## src/hw/rtl/ste_pkg.sv

```systemverilog
`timescale 1ns / 1ps
`default_nettype none
// ----------------------------------------------------------------------------
// Sierpinski tetrahedron distance package
// Shared widths, types, vertex constants and small helper functions.
// ----------------------------------------------------------------------------
package ste_pkg;

   localparam int ITERATIONS = 15;
   localparam int FRAC_BITS  = 16;
   localparam int IN_W       = 24;
   localparam int OUT_W      = 24;
   localparam int OFF_W      = 16;
   localparam int COORD_W    = 48;
   localparam int HALF_W     = COORD_W / 2;
   localparam int NEXT_W     = COORD_W + 2;
   localparam int SCORE_W    = COORD_W + FRAC_BITS + 8;
   localparam int SQ_W       = 2 * COORD_W + 2;
   localparam int ROOT_W     = OUT_W;
   localparam int RAD_W      = 2 * ROOT_W;
   localparam int REM_W      = 2 * ROOT_W + 1;
   localparam int SHIFT      = 2 * ITERATIONS;

   localparam logic [OFF_W-1:0] OFFSET_RESET = OFF_W'(131);

   localparam longint FX_ONE  = longint'(1) << FRAC_BITS;
   localparam longint FX_C    = ((longint'(14) << FRAC_BITS) + 5) / 10;

   typedef logic signed [COORD_W-1:0] coord_type;
   typedef logic signed [SCORE_W-1:0] score_type;
   typedef logic signed [NEXT_W-1:0]  next_type;

   typedef struct packed {
      coord_type x;
      coord_type y;
      coord_type z;
   } point_type;

   // Vertex codes, in tie-break order.
   localparam logic [1:0] VTX_TOP   = 2'd0;
   localparam logic [1:0] VTX_LEFT  = 2'd1;
   localparam logic [1:0] VTX_RIGHT = 2'd2;
   localparam logic [1:0] VTX_FRONT = 2'd3;

   // The squared distance to each vertex differs from |p|^2 by a term that is
   // linear in p, so nearness is decided by |a|^2 - 2 p.a alone.
   localparam score_type K_TOP   = SCORE_W'(4 * FX_ONE * FX_ONE);
   localparam score_type K_SIDE  = SCORE_W'(FX_C * FX_C + FX_ONE * FX_ONE);
   localparam score_type K_FRONT = SCORE_W'(FX_C * FX_C);
   localparam score_type C_TWO   = SCORE_W'(2 * FX_C);

   function automatic coord_type vertex_x(input logic [1:0] idx);
      coord_type v;
      unique case (idx)
         VTX_LEFT:  v = -COORD_W'(FX_C);
         VTX_RIGHT: v = COORD_W'(FX_C);
         default:   v = '0;
      endcase
      return v;
   endfunction

   function automatic coord_type vertex_y(input logic [1:0] idx);
      coord_type v;
      unique case (idx)
         VTX_TOP: v = COORD_W'(2 * FX_ONE);
         default: v = '0;
      endcase
      return v;
   endfunction

   function automatic coord_type vertex_z(input logic [1:0] idx);
      coord_type v;
      unique case (idx)
         VTX_LEFT, VTX_RIGHT: v = -COORD_W'(FX_ONE);
         VTX_FRONT:           v = COORD_W'(FX_C);
         default:             v = '0;
      endcase
      return v;
   endfunction

   function automatic coord_type sat_coord(input next_type v);
      coord_type r;
      if ((v[NEXT_W-1:COORD_W-1] == '0) || (v[NEXT_W-1:COORD_W-1] == '1)) begin
         r = v[COORD_W-1:0];
      end else if (v[NEXT_W-1]) begin
         r = {1'b1, {(COORD_W-1){1'b0}}};
      end else begin
         r = {1'b0, {(COORD_W-1){1'b1}}};
      end
      return r;
   endfunction

endpackage

`default_nettype wire

```

## src/hw/rtl/ste_isqrt.sv

```systemverilog
`timescale 1ns / 1ps
`default_nettype none
// ----------------------------------------------------------------------------
// Pipelined integer square root
// Restoring digit-by-digit root, one result bit per register stage.
// ----------------------------------------------------------------------------
module ste_isqrt (
   input  wire logic                         clock,
   input  wire logic                         reset,
   input  wire logic                         en,
   input  wire logic                         in_valid,
   input  wire logic                         in_sat,
   input  wire logic [ste_pkg::RAD_W-1:0]    in_rad,
   output logic                              out_valid,
   output logic                              out_sat,
   output logic [ste_pkg::ROOT_W-1:0]        out_root
);
   import ste_pkg::*;

   logic              valid_w [ROOT_W+1];
   logic              sat_w   [ROOT_W+1];
   logic [REM_W-1:0]  rem_w   [ROOT_W+1];
   logic [ROOT_W-1:0] root_w  [ROOT_W+1];

   assign valid_w[0] = in_valid;
   assign sat_w[0]   = in_sat;
   assign rem_w[0]   = REM_W'(in_rad);
   assign root_w[0]  = '0;

   for (genvar k = 0; k < ROOT_W; k++) begin : g_step
      localparam int BIT = ROOT_W - 1 - k;

      logic              valid_ff;
      logic              sat_ff;
      logic [REM_W-1:0]  rem_ff;
      logic [ROOT_W-1:0] root_ff;
      logic [REM_W-1:0]  trial;

      assign trial = (REM_W'(root_w[k]) << (BIT + 1)) | (REM_W'(1) << (2 * BIT));

      always_ff @(posedge clock) begin
         if (reset) begin
            valid_ff <= 1'b0;
         end else if (en) begin
            valid_ff <= valid_w[k];
         end
      end

      always_ff @(posedge clock) begin
         if (en) begin
            sat_ff <= sat_w[k];
            if (rem_w[k] >= trial) begin
               rem_ff  <= rem_w[k] - trial;
               root_ff <= root_w[k] | (ROOT_W'(1) << BIT);
            end else begin
               rem_ff  <= rem_w[k];
               root_ff <= root_w[k];
            end
         end
      end

      assign valid_w[k+1] = valid_ff;
      assign sat_w[k+1]   = sat_ff;
      assign rem_w[k+1]   = rem_ff;
      assign root_w[k+1]  = root_ff;
   end

   assign out_valid = valid_w[ROOT_W];
   assign out_sat   = sat_w[ROOT_W];
   assign out_root  = root_w[ROOT_W];

endmodule

`default_nettype wire

```

## config.mk

```make
export PLATFORM = sky130hd
export DESIGN_NAME = ste_isqrt
export DESIGN_NICKNAME = d
export VERILOG_FILES = /design/src/hw/rtl/ste_pkg.sv /design/src/hw/rtl/ste_isqrt.sv
export SDC_FILE = /design/constraint.sdc
export NUM_CORES = 2
export LEC_CHECK = 0
export BUFFER_PORTS_ARGS = -buffer_cell sky130_fd_sc_hd__buf_4
export CAP_MARGIN = 30
export CORE_MARGIN = 3
export CORE_UTILIZATION = 64
export DETAILED_ROUTE_END_ITERATION = 7
export PLACE_DENSITY = 0.84
export SLEW_MARGIN = 5
export SYNTH_ARGS = -nofsm -noshare
export SYNTH_HDL_FRONTEND = slang
export SYNTH_SLANG_ARGS = --single-unit
```

## constraint.sdc

```tcl
create_clock -name clock -period 3.95 [get_ports clock]
set_clock_uncertainty 0.1 [all_clocks]
set_input_delay 0.1975 -clock clock [delete_from_list [all_inputs] [get_ports clock]]
set_output_delay 0.1975 -clock clock [all_outputs]
set_load 0.02 [all_outputs]
```

; Word level (Yosys, flattened, before mapping)
; Cells that the tools add are included.
[word_totals]
out_inout_bits = 26
ff_bits = 1751
wordCells = 190
[classes]
magnitude_cmp = 24
n_addsub = 23
muxes = 24
[ops]
columns = operator, count
row1 = 2-to-1 mux 49 bit, 22
row2 = greater-or-equal comparator 49 x 25 -> 1 bit, 1
row3 = greater-or-equal comparator 49 x 26 -> 1 bit, 1
row4 = greater-or-equal comparator 49 x 27 -> 1 bit, 1
row5 = greater-or-equal comparator 49 x 28 -> 1 bit, 1
row6 = greater-or-equal comparator 49 x 29 -> 1 bit, 1
row7 = greater-or-equal comparator 49 x 30 -> 1 bit, 1
row8 = greater-or-equal comparator 49 x 31 -> 1 bit, 1
row9 = greater-or-equal comparator 49 x 32 -> 1 bit, 1
row10 = greater-or-equal comparator 49 x 33 -> 1 bit, 1
row11 = greater-or-equal comparator 49 x 34 -> 1 bit, 1
row12 = greater-or-equal comparator 49 x 35 -> 1 bit, 1
row13 = greater-or-equal comparator 49 x 36 -> 1 bit, 1
row14 = greater-or-equal comparator 49 x 37 -> 1 bit, 1
row15 = greater-or-equal comparator 49 x 38 -> 1 bit, 1
row16 = greater-or-equal comparator 49 x 39 -> 1 bit, 1
row17 = greater-or-equal comparator 49 x 40 -> 1 bit, 1
row18 = greater-or-equal comparator 49 x 41 -> 1 bit, 1
row19 = greater-or-equal comparator 49 x 42 -> 1 bit, 1
row20 = greater-or-equal comparator 49 x 43 -> 1 bit, 1
row21 = greater-or-equal comparator 49 x 44 -> 1 bit, 1
row22 = greater-or-equal comparator 49 x 45 -> 1 bit, 1
row23 = greater-or-equal comparator 49 x 46 -> 1 bit, 1
row24 = greater-or-equal comparator 49 x 47 -> 1 bit, 1
row25 = other kinds (26), 26

; Depth between registers and ports, before layout
[logic_depth]
depth_word = 2
ltp_mapped = 13
ltp_nobuf = 11

; Worst setup path before layout
; OpenSTA, ideal clock, no wires.
[synth_timing]
path_type = register to register
start = reg g_step[21].rem_ff[5]
end = reg g_step[22].rem_ff[36], data pin
setup_slack_ps = 671
setup_ps = 266
path_buffers = 0
period_less_slack_ps = 3279
path_stages_with_launch = 10
required_time_ps = 3584
t_arrival_ps = 2913
path_cell_list = edfxtp_1 -> ha_1 -> o21ai_0 -> a21oi_1 -> o311ai_0 -> nand3_1 -> o311ai_0 -> or4b_4 -> nor4_4 -> xor2_1
[synth_via]
elab_chain_cells = 2
[synth_lines]
columns = element, line
row1 = from (decl), ste_isqrt.sv:35  ; logic [REM_W-1:0] rem_ff;
row2 = from (signal assigned), ste_isqrt.sv:53  ; rem_ff <= rem_w[k] - trial;
row3 = from (signal assigned), ste_isqrt.sv:56  ; rem_ff <= rem_w[k];
row4 = subtractor 49 x 26 -> 49 bit or greater-or-equal comparator 49 x 26 -> 1 bit (tied branches), "ste_isqrt.sv:53, ste_isqrt.sv:52"
row5 = 2-to-1 mux 49 bit (*), ste_isqrt.sv:52  ; if (rem_w[k] >= trial) begin
row6 = to (signal assigned), ste_isqrt.sv:53
row7 = to (signal assigned), ste_isqrt.sv:56
row8 = to (decl), ste_isqrt.sv:35
; Mark *: on every way between the ends. The rest lies on a longest branch, timed or not.
; A chain may end at the register's enable or synchronous reset.

; Worst setup path in the final report
[layout_timing]
start = reg g_step[1].rem_ff[2]
end = reg g_step[2].rem_ff[48], data pin
[layout_via]
elab_chain_cells = 2
[layout_lines]
columns = element, line
row1 = from (decl), ste_isqrt.sv:35
row2 = from (signal assigned), ste_isqrt.sv:53
row3 = from (signal assigned), ste_isqrt.sv:56
row4 = subtractor 49 x 46 -> 49 bit or greater-or-equal comparator 49 x 46 -> 1 bit (tied branches), "ste_isqrt.sv:53, ste_isqrt.sv:52"
row5 = 2-to-1 mux 49 bit (*), ste_isqrt.sv:52
row6 = to (signal assigned), ste_isqrt.sv:53
row7 = to (signal assigned), ste_isqrt.sv:56
row8 = to (decl), ste_isqrt.sv:35
; Marked as above.

==> flow_metrics.py <==
metrics = {
    "clock_network": {
        "tritoncts": "built",
        "cts_setup_buffers": 0,
        "h-tree-depth": 4,
        "cts_buffer_depth": 3,
        "cts_made_buffers": 149,
        "clock_sinks": 1475,
        "path_clk_slew_ps": 80,
        "clk_latency_ps": 790,
        "cts_root_buf": "clkbuf_16",
    },
    "placement": {
        "dpl-instance-area_sq_mm": 0.0725,
        "pre_cts_ws_ps": 76.5,
        "port-buffer-count": 78,
        "gp_congestion": 0.955,
        "dpl.hpwl_mm": 112,
        "dp.cells": 6940,
    },
    "grt": {
        "grt_max_degree": 176,
        "groute.usage.overall_pct": 29.6,
        "grt_pass1_vias": 45300,
        "grt_pass1_wl_mm": 258,
        "antenna_found_initial": 5,
        "gr-total-overflow": 0,
    },
    "yosys": {
        "synth-seq-cells": 1475,
        "yosys_most_used_dff": "edfxtp_1",
        "yosysUniqueCellTypes": 88,
        "netlist_instances": 5465,
        "async_reset_ff_share_pct": 0,
        "syn_area_sq_mm": 0.0696,
        "yosysSeqAreaShare_pct": 63.3,
        "synth_fp_nets": 5840,
        "syn_avg_cell_area_sq_um": 12.7,
        "synth_edf_count": 1451,
        "synth_warnings": 0,
    },
    "floorplanning": {
        "die_w_um": 336,
        "core-area_sq_mm": 0.108,
        "fp-row-count": 120,
        "ios": 79,
        "initial_core_util_pct": 64.7,
        "die_h_um": 336,
        "die_area_sq_mm": 0.113,
    },
    "sta": {
        "drv_slew": 0,
        "max_freq_mhz": 266,
        "finalHoldViolCount": 0,
        "final.setup.tns_ps": 0,
        "layout_min_cycle_time_ps": 3760,
        "holdWs_ps": 38.2,
        "tightest_slew_ps": 965,
        "rsz0062_at_grt": "false",
        "period_share_pct": 95.1,
        "setup_viol": 0,
        "worst_slew_margin_rel_pct": 34.0,
        "fin_ws_ps": 193,
    },
    "worst_setup_path": {
        "cp-endpoint": "g_step[2].rem_ff[48]",
        "startpoint": "g_step[1].rem_ff[2]",
        "r2r_setup_slack_ps": 190,
        "cp-start-kind": "flop",
        "crit_type": "flop to flop",
        "critical_path.max_fanout": 9,
        "r2r_cells": 6,
        "reg2reg_from": "g_step[1].rem_ff[2]",
        "reg2reg_to": "g_step[2].rem_ff[48]",
        "crit_required_ps": 4350,
        "crit_path_end_kind": "flop",
        "cp.arrival_ps": 4160,
    },
    "drt": {
        "totalWireLength_mm": 167,
        "drt_first_pass_iters": 6,
        "num_vias": 46300,
        "viasPerCell": 6.35,
        "ant_nets": 0,
        "route.detailed.drc": 0,
        "drtIter0Drc": 5419,
        "wire_per_inst_um": 23.0,
    },
    "final_layout": {
        "syn2layout_area_growth_pct": 12.2,
        "fin_util_pct": 72.6,
        "final_layout_size_suffix_gt1_share_pct": 7.92,
        "finalInstanceArea_sq_mm": 0.0781,
        "final_common_cell": "edfxtp_1",
        "layout.nets": 6135,
        "layoutNonFillerInstCount": 7293,
        "final_cell_mix": "edfxtp_1 (1,451), inv_1 (397), nor2_1 (377), nand2_1 (332), a21oi_1 (327)",
    },
    "hold_path": {
        "hold_path_class": "primary input to flop",
        "min_from": "in_rad[2]",
    },
    "power": {
        "leakage_nw": 29.5,
        "pwr_density_cell_mw_per_mm2": 544,
        "worst_ir_drop_vdd_mv": 0.537,
        "p_total_mw": 42.5,
    },
    "status": {
        "status": "finished, final reports clean",
    },
    "flow_run": {
        "cap_violations": 0,
    },
}
repair_timing:
action	CTS	global route
setup endpoints to repair	0	2
hold buffers	72	0
resized for setup	0	1
endpoints found under the hold margin	244	0
final cells by class:
| type | count | area, sq um |
|---|---|---|
| Timing Repair Buffer | 232 | 2150 |
| Inverter | 400 | 1500 |
| Sequential cell | 1475 | 44100 |
| Clock buffer | 185 | 3860 |
| Clock inverter | 90 | 987 |
| Tap cell | 1403 | 1760 |
| Fill cell | 6583 | 29400 |
| Multi-Input combinational cell | 3502 | 23800 |
| Antenna cell | 6 | 15.0 |
synth_stat cells, drive strengths merged, types with 98 or more instances:
cell type | n | area [sq um]
edfxtp | 1451 | 43600
inv | 399 | 1500
nor2 | 378 | 1420
nand2 | 332 | 1250
a21oi | 328 | 1650
ha | 322 | 4030
xnor2 | 271 | 2370
o21ai | 250 | 1250
xor2 | 215 | 1880
nor4 | 179 | 1130
nor3 | 163 | 816
a21o | 98 | 736
cells by family (layout without fill, tap and decap cells):
| family | count (synthesis) | after routing | synth area share (%) |
|---|---|---|---|
| simple gates | 1635 | 1635 | 12.3 |
| flops | 1475 | 1475 | 63.3 |
| compound gates | 987 | 987 | 8.80 |
| buf+inv | 488 | 907 | 2.65 |
| xor+xnor | 486 | 486 | 6.12 |
| fa+ha+maj | 322 | 322 | 5.79 |
| mux | 72 | 72 | 1.11 |
| other cells | 0 | 6 | 0 |
layer usage:
layer	wire [um]	up-vias	global-route usage, %
met1	63600	22400	37.1
met5	15	-	0
met4	8720	2	14.7
met3	12000	553	4.71
met2	83200	2276	50.6
li1	-	21100	-
flip-flops by register name (all words and copies together) (netlist names):
| name | flops |
|---|---|
| g_step.root_ff | 276 |
| g_step.sat_ff | 23 |
| out_sat | 1 |
| out_valid | 1 |
| g_step.valid_ff | 23 |
| out_root | 24 |
| g_step.rem_ff | 1127 |
worst max-delay path, cell delays in order, from the launching register on:
cell and delay (ps):
edfxtp_1 480, nor4_1 770, nand4_1 260, o31a_1 550, nor3b_1 540, nor3b_1 540, xor2_1 200
worst min path at each step:
stage | cells after the start | slack [ps] | to
CTS | 2 | 2 | g_step[0].rem_ff[22]
floorplan | 1 | 170 | g_step[20].valid_ff
detailed placement | 1 | 290 | g_step[0].rem_ff[36]
global route | 2 | 20 | g_step[0].rem_ff[13]
global placement | 1 | 290 | g_step[0].rem_ff[36]
finish | 2 | 40 | g_step[0].rem_ff[2]
power by group:
group	switching [mW]	internal, mW	leakage (nW)	total [mW]
sequential	1.47	19.5	14.1	21.0
combinational	4.33	3.12	13.1	7.45
clock	6.23	7.85	2.33	14.1
Note: power is estimated with default switching activity, not from simulation.
