$ cat config.mk
export PLATFORM = sky130hd
export DESIGN_NAME = ste_fold_stage
export DESIGN_NICKNAME = d
export VERILOG_FILES = /design/src/hw/rtl/ste_pkg.sv /design/src/hw/rtl/ste_fold_stage.sv
export SDC_FILE = /design/constraint.sdc
export NUM_CORES = 2
export LEC_CHECK = 0
export BUFFER_PORTS_ARGS = -buffer_cell sky130_fd_sc_hd__buf_2
export CELL_PAD_IN_SITES_DETAIL_PLACEMENT = 0
export CELL_PAD_IN_SITES_GLOBAL_PLACEMENT = 1
export CORE_ASPECT_RATIO = 0.7
export CORE_MARGIN = 1.5
export CORE_UTILIZATION = 50
export CTS_BUF_LIST = sky130_fd_sc_hd__clkbuf_8
export DETAILED_ROUTE_END_ITERATION = 16
export PLACE_DENSITY_LB_ADDON = 0.1
export SYNTH_ARGS = -nofsm -noshare
export SYNTH_HDL_FRONTEND = slang
export SYNTH_SLANG_ARGS = --single-unit
export TNS_END_PERCENT = 50
$ cat constraint.sdc
create_clock -name clock -period 14.1 [get_ports clock]
set_clock_uncertainty 0.1 [all_clocks]
set_input_delay 2.115 -clock clock [delete_from_list [all_inputs] [get_ports clock]]
set_output_delay 2.115 -clock clock [all_outputs]
set_load 0.03 [all_outputs]
$ cat src/hw/rtl/ste_pkg.sv
`timescale 1ns / 1ps
`default_nettype none
// ----------------------------------------------------------------------------
// Sierpinski tetrahedron distance package
// Shared widths, types, vertex constants and small helper functions.
// ----------------------------------------------------------------------------
package ste_pkg;

   localparam int ITERATIONS = 15;
   localparam int FRAC_BITS  = 16;
   localparam int IN_W       = 24;
   localparam int OUT_W      = 24;
   localparam int OFF_W      = 16;
   localparam int COORD_W    = 48;
   localparam int HALF_W     = COORD_W / 2;
   localparam int NEXT_W     = COORD_W + 2;
   localparam int SCORE_W    = COORD_W + FRAC_BITS + 8;
   localparam int SQ_W       = 2 * COORD_W + 2;
   localparam int ROOT_W     = OUT_W;
   localparam int RAD_W      = 2 * ROOT_W;
   localparam int REM_W      = 2 * ROOT_W + 1;
   localparam int SHIFT      = 2 * ITERATIONS;

   localparam logic [OFF_W-1:0] OFFSET_RESET = OFF_W'(131);

   localparam longint FX_ONE  = longint'(1) << FRAC_BITS;
   localparam longint FX_C    = ((longint'(14) << FRAC_BITS) + 5) / 10;

   typedef logic signed [COORD_W-1:0] coord_type;
   typedef logic signed [SCORE_W-1:0] score_type;
   typedef logic signed [NEXT_W-1:0]  next_type;

   typedef struct packed {
      coord_type x;
      coord_type y;
      coord_type z;
   } point_type;

   // Vertex codes, in tie-break order.
   localparam logic [1:0] VTX_TOP   = 2'd0;
   localparam logic [1:0] VTX_LEFT  = 2'd1;
   localparam logic [1:0] VTX_RIGHT = 2'd2;
   localparam logic [1:0] VTX_FRONT = 2'd3;

   // The squared distance to each vertex differs from |p|^2 by a term that is
   // linear in p, so nearness is decided by |a|^2 - 2 p.a alone.
   localparam score_type K_TOP   = SCORE_W'(4 * FX_ONE * FX_ONE);
   localparam score_type K_SIDE  = SCORE_W'(FX_C * FX_C + FX_ONE * FX_ONE);
   localparam score_type K_FRONT = SCORE_W'(FX_C * FX_C);
   localparam score_type C_TWO   = SCORE_W'(2 * FX_C);

   function automatic coord_type vertex_x(input logic [1:0] idx);
      coord_type v;
      unique case (idx)
         VTX_LEFT:  v = -COORD_W'(FX_C);
         VTX_RIGHT: v = COORD_W'(FX_C);
         default:   v = '0;
      endcase
      return v;
   endfunction

   function automatic coord_type vertex_y(input logic [1:0] idx);
      coord_type v;
      unique case (idx)
         VTX_TOP: v = COORD_W'(2 * FX_ONE);
         default: v = '0;
      endcase
      return v;
   endfunction

   function automatic coord_type vertex_z(input logic [1:0] idx);
      coord_type v;
      unique case (idx)
         VTX_LEFT, VTX_RIGHT: v = -COORD_W'(FX_ONE);
         VTX_FRONT:           v = COORD_W'(FX_C);
         default:             v = '0;
      endcase
      return v;
   endfunction

   function automatic coord_type sat_coord(input next_type v);
      coord_type r;
      if ((v[NEXT_W-1:COORD_W-1] == '0) || (v[NEXT_W-1:COORD_W-1] == '1)) begin
         r = v[COORD_W-1:0];
      end else if (v[NEXT_W-1]) begin
         r = {1'b1, {(COORD_W-1){1'b0}}};
      end else begin
         r = {1'b0, {(COORD_W-1){1'b1}}};
      end
      return r;
   endfunction

endpackage

`default_nettype wire

$ cat src/hw/rtl/ste_fold_stage.sv
`timescale 1ns / 1ps
`default_nettype none
// ----------------------------------------------------------------------------
// Folding step
// One iteration in two stages: vertex scores, then nearest pick and 2p - a.
// ----------------------------------------------------------------------------
module ste_fold_stage (
   input  wire logic              clock,
   input  wire logic              reset,
   input  wire logic              en,
   input  wire logic              in_valid,
   input  wire ste_pkg::point_type in_point,
   output logic                   out_valid,
   output ste_pkg::point_type     out_point
);
   import ste_pkg::*;

   score_type px_w, py_w, pz_w, cx, cz;
   score_type s_in [4];

   logic      a_valid_ff;
   point_type a_point_ff;
   score_type a_score_ff [4];

   logic      b_valid_ff;
   point_type b_point_ff;
   point_type b_point_in;
   logic [1:0] best;
   score_type  best_s;

   always_comb begin
      px_w = SCORE_W'(in_point.x);
      py_w = SCORE_W'(in_point.y);
      pz_w = SCORE_W'(in_point.z);
      cx   = px_w * C_TWO;
      cz   = pz_w * C_TWO;
      s_in[0] = K_TOP - (py_w <<< (FRAC_BITS + 2));
      s_in[1] = K_SIDE + cx + (pz_w <<< (FRAC_BITS + 1));
      s_in[2] = K_SIDE - cx + (pz_w <<< (FRAC_BITS + 1));
      s_in[3] = K_FRONT - cz;
   end

   always_ff @(posedge clock) begin
      if (reset) begin
         a_valid_ff <= 1'b0;
      end else if (en) begin
         a_valid_ff <= in_valid;
      end
   end

   always_ff @(posedge clock) begin
      if (en) begin
         a_point_ff <= in_point;
         for (int i = 0; i < 4; i++) begin
            a_score_ff[i] <= s_in[i];
         end
      end
   end

   // Strict less-than keeps the earlier vertex on a tie.
   always_comb begin
      best   = VTX_TOP;
      best_s = a_score_ff[0];
      for (int v = 1; v < 4; v++) begin
         if (a_score_ff[v] < best_s) begin
            best   = 2'(v);
            best_s = a_score_ff[v];
         end
      end
      b_point_in.x = sat_coord((NEXT_W'(a_point_ff.x) <<< 1) - NEXT_W'(vertex_x(best)));
      b_point_in.y = sat_coord((NEXT_W'(a_point_ff.y) <<< 1) - NEXT_W'(vertex_y(best)));
      b_point_in.z = sat_coord((NEXT_W'(a_point_ff.z) <<< 1) - NEXT_W'(vertex_z(best)));
   end

   always_ff @(posedge clock) begin
      if (reset) begin
         b_valid_ff <= 1'b0;
      end else if (en) begin
         b_valid_ff <= a_valid_ff;
      end
   end

   always_ff @(posedge clock) begin
      if (en) begin
         b_point_ff <= b_point_in;
      end
   end

   assign out_valid = b_valid_ff;
   assign out_point = b_point_ff;

endmodule

`default_nettype wire

Word level (Yosys, flattened, before mapping)

Memory sizes are Yosys's and may differ from the RTL's.
Cells that the tools add are included.

Register bits: 290
Bits in latches: 0
Memory bits (writable): 288
ROM bits: 0
Input bits: 148
Output and inout bits: 145
Logic and storage cells: 53
Memories kept: 1

Add/sub/neg operators: 9
Multiply operators: 2
Divide/modulo/power cells: 0
Magnitude comparators: 3
Equality and inequality tests: 6
Shifts and indexed selects: 0
Mux-type cells: 16
Bitwise operators: 0
Reductions and logical operators: 8

Memory list:

| name       | depth | width | read ports | clocked after memory_dff | write ports | line                 | RTL |
|---|---|---|---|---|---|---|---|
| a_score_ff | 4     | 72    | 4          | 0                        | 4           | ste_fold_stage.sv:23 | `score_type a_score_ff [4];` |

Operator list:

| cell                                                 | number |
|---|---|
| 2-to-1 mux 48 bit                                    | 6 |
| less-than comparator 72 bit                          | 3 |
| one-hot mux 48 bit (2 select lines)                  | 2 |
| 2-to-1 mux 72 bit                                    | 2 |
| adder 68 x 65 -> 69 bit                              | 2 |
| multiplier 48 x 17 -> 65 bit (second input constant) | 2 |
| subtractor 49 x 48 -> 50 bit                         | 2 |
| adder 35 x 67 -> 68 bit (first input constant)       | 1 |
| subtractor 34 x 67 -> 68 bit (first input constant)  | 1 |
| subtractor 35 x 67 -> 68 bit (first input constant)  | 1 |
| subtractor 36 x 66 -> 67 bit (first input constant)  | 1 |
| subtractor 49 x 19 -> 50 bit                         | 1 |
| 2-to-1 mux 18 bit                                    | 1 |
| equality test 3 bit (second input constant)          | 3 |
| logical NOT 3 bit                                    | 3 |
| equality test 2 bit (second input constant)          | 2 |
| 2-to-1 mux 2 bit                                     | 2 |
| logical OR 1 bit                                     | 3 |
| 2-to-1 mux 1 bit                                     | 3 |
| equality test 2 x 1 -> 1 bit (second input constant) | 1 |
| logical NOT 2 bit                                    | 1 |
| OR reduction 2 bit                                   | 1 |

Logic depth before layout (Yosys ltp)

An unclocked memory read counts as a cell.

Depth after elaboration: 14
Gate-level depth with buffers: 65
Mapped depth without buffers: 57

Worst setup path before layout

Ideal clock, no wire load.

Kind: reg2reg
Start point: memory a_score_ff[1][57] (netlist name)
End point: register b_point_ff, in the netlist out_point[123], data pin
Setup time: 0.254 ns
Arrival: 12.155 ns
Required time: 13.746 ns
Setup slack: 1.591 ns
Stages on the path, launching flop included: 61
Buffers on the path: 8
Period minus slack after synthesis: 12.509 ns
Cells stage by stage: edfxtp_1 -> ha_1 -> a21o_1 -> a21o_1 -> a21o_1 -> a21o_1 -> a21o_1 -> a21o_1 -> a21oi_1 -> o21a_1 -> nor4bb_1 -> a21o_1 -> clkbuf_1 -> buf_2 -> clkbuf_1 -> clkbuf_1 -> nand2_1 -> ha_1 -> (+25 left out) -> a21oi_1 -> o22ai_1 -> nand2b_1 -> or2_2 -> ha_1 -> a2111oi_0 -> a21oi_1 -> a211o_1 -> a211o_1 -> a2111oi_2 -> nor4_1 -> o21ai_1 -> and2_1 -> a311oi_1 -> o21a_1 -> buf_4 -> buf_4 -> a21o_1

RTL lines:

| item                 | line                 | RTL |
|---|---|---|
| start, declared      | ste_fold_stage.sv:23 |  |
| end signal, assigned | ste_fold_stage.sv:85 | `b_point_ff <= b_point_in;` |
| end, declared        | ste_fold_stage.sv:26 | `point_type b_point_ff;` |

==> impl.org <==
** Floorplan
- Core Rows :: 111
- Die height :: 308 µm
- Die Width :: 439 µm
- Total I/O pin count :: 293
- Std-Cell Core Area :: 0.131 mm²
- Starting utilization of the core area :: 50.5%
- The die covers 0.135 mm².

** Global routing
- First-pass GRT wire length :: 294,000 µm
- For this run, the total global-route usage over all layers was measured as 28.7%.
- Number of antenna violations at the first check in global routing :: 2
- Sum of overflow across all layers after global routing :: 0
- Vias in the first global route :: 48,365
- Largest net degree at the start of global routing :: 151

** STA
- The tightest hold path in the finished design has a slack of 0.410 ns.
- Count of final max-slew check failures :: 0
- Final worst path period share :: 96.2%
- The total count of hold-check failures in the final report was 0.
- Headroom to the max-slew limit came out at 14.6%.
- Actual slew at the worst max-slew pin :: 1.27 ns
- The worst path meets setup with 0.531 ns of slack.
- Top achievable clock speed :: 0.0737 GHz
- Time the worst path needs with I/O delays and setup :: 13.57 ns
- # setup viols final :: 0
- Adding up every negative setup slack in the final design gives 0 ns.

** CTS
- Insertion delay of the later-clocked pin in the worst-skew pair :: 0.87 ns
- Maximum buffer depth of the clock tree :: 3
- Clock tree synthesis selected as its root buffer the cell sky130_fd_sc_hd__clkbuf_8.
- Clock-pin slew was measured on the worst setup and hold paths at 0.07 ns.
- Clock H-tree levels :: 3
- Clock tree from TritonCTS :: built
- Clock sinks :: 537
- TritonCTS created 93 clock buffers.

** Final layout
- The area growth from synthesis to layout is 8.83%.
- Count of non-filler cells in the finished layout :: 8,936
- The net count of the finished layout is 8,820.
- Of the cells placed in the final design, the portion with a size suffix greater than 1 is 8.49%.
- The layout has 12,075 filler cells.

** Route
- DRC violations left :: 0
- Wire segments on met3 add up to 14,800 µm in the final route.
- After detailed routing, the total wire length is 193,000 µm.
- Number of routed nets with antenna violations :: 0
- DR iter-0 viols :: 4,278
- Uppermost metal layer occupied by signal nets :: met4
- Drt wl/cell :: 21.6 µm
- Routed met1 length :: 96,200 µm
- In the routed layout, each cell is associated on average with a via count of 5.60.
- The first detailed-routing pass took 5 iterations.
- Summed over all nets, wire length on met2 after detailed routing comes to 78,600 µm.
- Vias post-DR :: 50,076

** Critical path
- Data arrives at the worst endpoint at 14.13 ns.
- Highest cell delay on the worst timing path :: 0.60 ns
- Most numerous cell on the critical path :: sky130_fd_sc_hd__a21o_1
- The worst setup path is launched from a flop.
- CP Class :: flop to flop
- Type of element capturing the critical path :: flop
- Maximum fanout encountered on the critical timing path :: 34
- For this design, the slowest cell found on the critical path is sky130_fd_sc_hd__or4_1.
- At the worst endpoint, the required time is 14.67 ns.

** Synthesis
- For this run, asynchronously set or reset flops after synthesis account for 0%.
- Number of instances in the synthesized netlist :: 6,785
- Synth Net Count :: 8,494
- Yosys synthesis warning count :: 0
- Cell accounting for the most synthesized area :: sky130_fd_sc_hd__edfxtp_1
- Number of distinct library cells after synthesis :: 113
- Synthesized area per cell :: 9.79 µm²
- The synthesized design contains 535 enable-type register cells.
- By area the synthesized netlist is led by sky130_fd_sc_hd__edfxtp_1, sky130_fd_sc_hd__fa_1, sky130_fd_sc_hd__ha_1.
- Portion of synthesized cell area occupied by the leading cell type :: 24.2%
- Mapped Area :: 0.0664 mm²
- Among all flip-flop cells after synthesis, the most frequent one is sky130_fd_sc_hd__edfxtp_1.
- For this run, the register share of the synthesized area comes to 24.3%.
- Synth Register Bits :: 537

** Min path
- The worst hold path belongs to the class flop to flop.

** Placement
- Buffers on Ports :: 292
- Inst Count DP :: 8,757
- Detailed placement ended at an HPWL of 162,000 µm.
- Minimum setup slack after placement :: -0.390 ns
- Routability congestion estimate from global placement :: 0.946

** Flow run
- Across the run, the number of max-cap violations was 0.

** Status
- The run finished with clean final reports.
[kinds of logic (layout without fill, tap and decap cells)]
family	after synthesis	in the layout	synth area share, %
AOI/OAI and AO/OA	1489	1490	14.4
other	0	4	0
muxes	59	59	0.893
adders and majority gates	1561	1561	36.8
and+or+nand+nor	1275	1275	9.59
xor gates and xnor gates	455	455	6.00
buffers and inverters	1409	1804	8.04
DFF	537	537	24.3
[state kept, by name, summed over array words and instances (netlist names)]
register    count
a_valid_ff      1
a_point_ff    144
out_valid       1
a_score_ff    247
out_point     144
[cell usage in the layout, fill, tap and decap left out, types with 15 or more instances in the layout]
| cell type | netlist | routed |
|---|---|---|
| sky130_fd_sc_hd__o211ai_1 | 24 | 24 |
| sky130_fd_sc_hd__ha_1 | 909 | 908 |
| sky130_fd_sc_hd__buf_2 | 16 | 291 |
| sky130_fd_sc_hd__o21a_1 | 52 | 51 |
| sky130_fd_sc_hd__o21bai_1 | 48 | 48 |
| sky130_fd_sc_hd__and3_1 | 46 | 46 |
| sky130_fd_sc_hd__or3_1 | 29 | 29 |
| sky130_fd_sc_hd__a31oi_1 | 56 | 56 |
| sky130_fd_sc_hd__nand3_1 | 87 | 87 |
| sky130_fd_sc_hd__o31ai_1 | 25 | 23 |
| sky130_fd_sc_hd__nand2_1 | 361 | 361 |
| sky130_fd_sc_hd__nor2_1 | 264 | 264 |
| sky130_fd_sc_hd__o21ai_1 | 17 | 17 |
| sky130_fd_sc_hd__a21o_1 | 305 | 304 |
| sky130_fd_sc_hd__nand4_1 | 120 | 120 |
| sky130_fd_sc_hd__buf_4 | 4 | 94 |
| sky130_fd_sc_hd__xnor2_1 | 272 | 272 |
| sky130_fd_sc_hd__inv_1 | 1237 | 1269 |
| sky130_fd_sc_hd__xor2_1 | 183 | 183 |
| sky130_fd_sc_hd__a21oi_1 | 409 | 408 |
| sky130_fd_sc_hd__nor2b_1 | 81 | 81 |
| sky130_fd_sc_hd__or4_1 | 15 | 15 |
| sky130_fd_sc_hd__a211o_1 | 17 | 17 |
| sky130_fd_sc_hd__mux2i_1 | 57 | 52 |
| sky130_fd_sc_hd__edfxtp_1 | 535 | 535 |
| sky130_fd_sc_hd__fa_1 | 652 | 652 |
| sky130_fd_sc_hd__clkbuf_8 | 0 | 95 |
| sky130_fd_sc_hd__and2_1 | 24 | 24 |
| sky130_fd_sc_hd__nor4_1 | 26 | 26 |
| sky130_fd_sc_hd__nor3_1 | 87 | 86 |
| sky130_fd_sc_hd__o21ai_0 | 337 | 337 |
| sky130_fd_sc_hd__a211oi_1 | 27 | 27 |
| sky130_fd_sc_hd__nand2b_1 | 65 | 64 |
[final cells by class]
| cell class | instances | area, µm² | share of cell area [%] |
|---|---|---|---|
| tap | 1751 | 2190 | 3.03 |
| multi-input combinational | 4840 | 45200 | 62.5 |
| sequential | 537 | 16100 | 22.3 |
| clock inverter | 70 | 405 | 0.561 |
| clock buffer | 95 | 1310 | 1.81 |
| antenna | 4 | 10.0 | 0.0138 |
| inverter | 1239 | 4650 | 6.44 |
| timing repair buffer | 400 | 2440 | 3.38 |
[critical path: cells and delay by family (launching register included)]
family	cells	cell delay (ns)
AOI/OAI and AO/OA	35	7.85
and+or+nand+nor	9	2.04
adders and majority gates	6	1.90
buffers and inverters	6	1.10
DFF	1	0.37
[stage by stage]
step,cell area (µm²),utilization (%)
after floorplan,66400,-
after global placement,70300,53.5
after detailed placement,70300,53.5
after CTS,72000,54.8
after global routing,72300,55.0
final,72300,55.0
[cell usage after synthesis (120+ instances only)]
master                        n
sky130_fd_sc_hd__o21ai_0    337
sky130_fd_sc_hd__a21o_1     305
sky130_fd_sc_hd__nor2_1     264
sky130_fd_sc_hd__nand2_1    361
sky130_fd_sc_hd__xnor2_1    272
sky130_fd_sc_hd__ha_1       909
sky130_fd_sc_hd__inv_1     1237
sky130_fd_sc_hd__clkbuf_1   139
sky130_fd_sc_hd__xor2_1     183
sky130_fd_sc_hd__fa_1       652
sky130_fd_sc_hd__a21oi_1    409
sky130_fd_sc_hd__edfxtp_1   535
sky130_fd_sc_hd__nand4_1    120
[per-layer routing]
layer,vias up,GRT usage (%)
met3,170,6.07
met5,-,0
met1,24501,45.4
li1,23866,-
met2,1539,40.1
met4,0,5.12
[timing repair]
| action | in CTS | in global routing |
|---|---|---|
| pin swaps | 0 | 8 |
| hold buffers | 0 | 0 |
| gates resized for setup | 3 | 24 |
| setup buffers | 0 | 9 |
| endpoints found under the setup margin | 95 | 96 |
| cloned | 0 | 1 |
| endpoints found under the hold margin | 0 | 0 |
[path summary, 6_finish.rpt]
| check | from | to | slack (ns) | cells after the start |
|---|---|---|---|---|
| max reg2reg | a_score_ff[0][25] | out_point[98] | 0.53 | 56 |
| max | a_score_ff[0][25] | out_point[98] | 0.53 | 56 |
| min | out_valid | out_valid | 0.41 | 2 |
| min reg2reg | out_valid | out_valid | 0.41 | 2 |
Power is left out: the tool's default activity adds up to more than one toggle a clock period on the data nets, which glitch-free logic cannot reach.
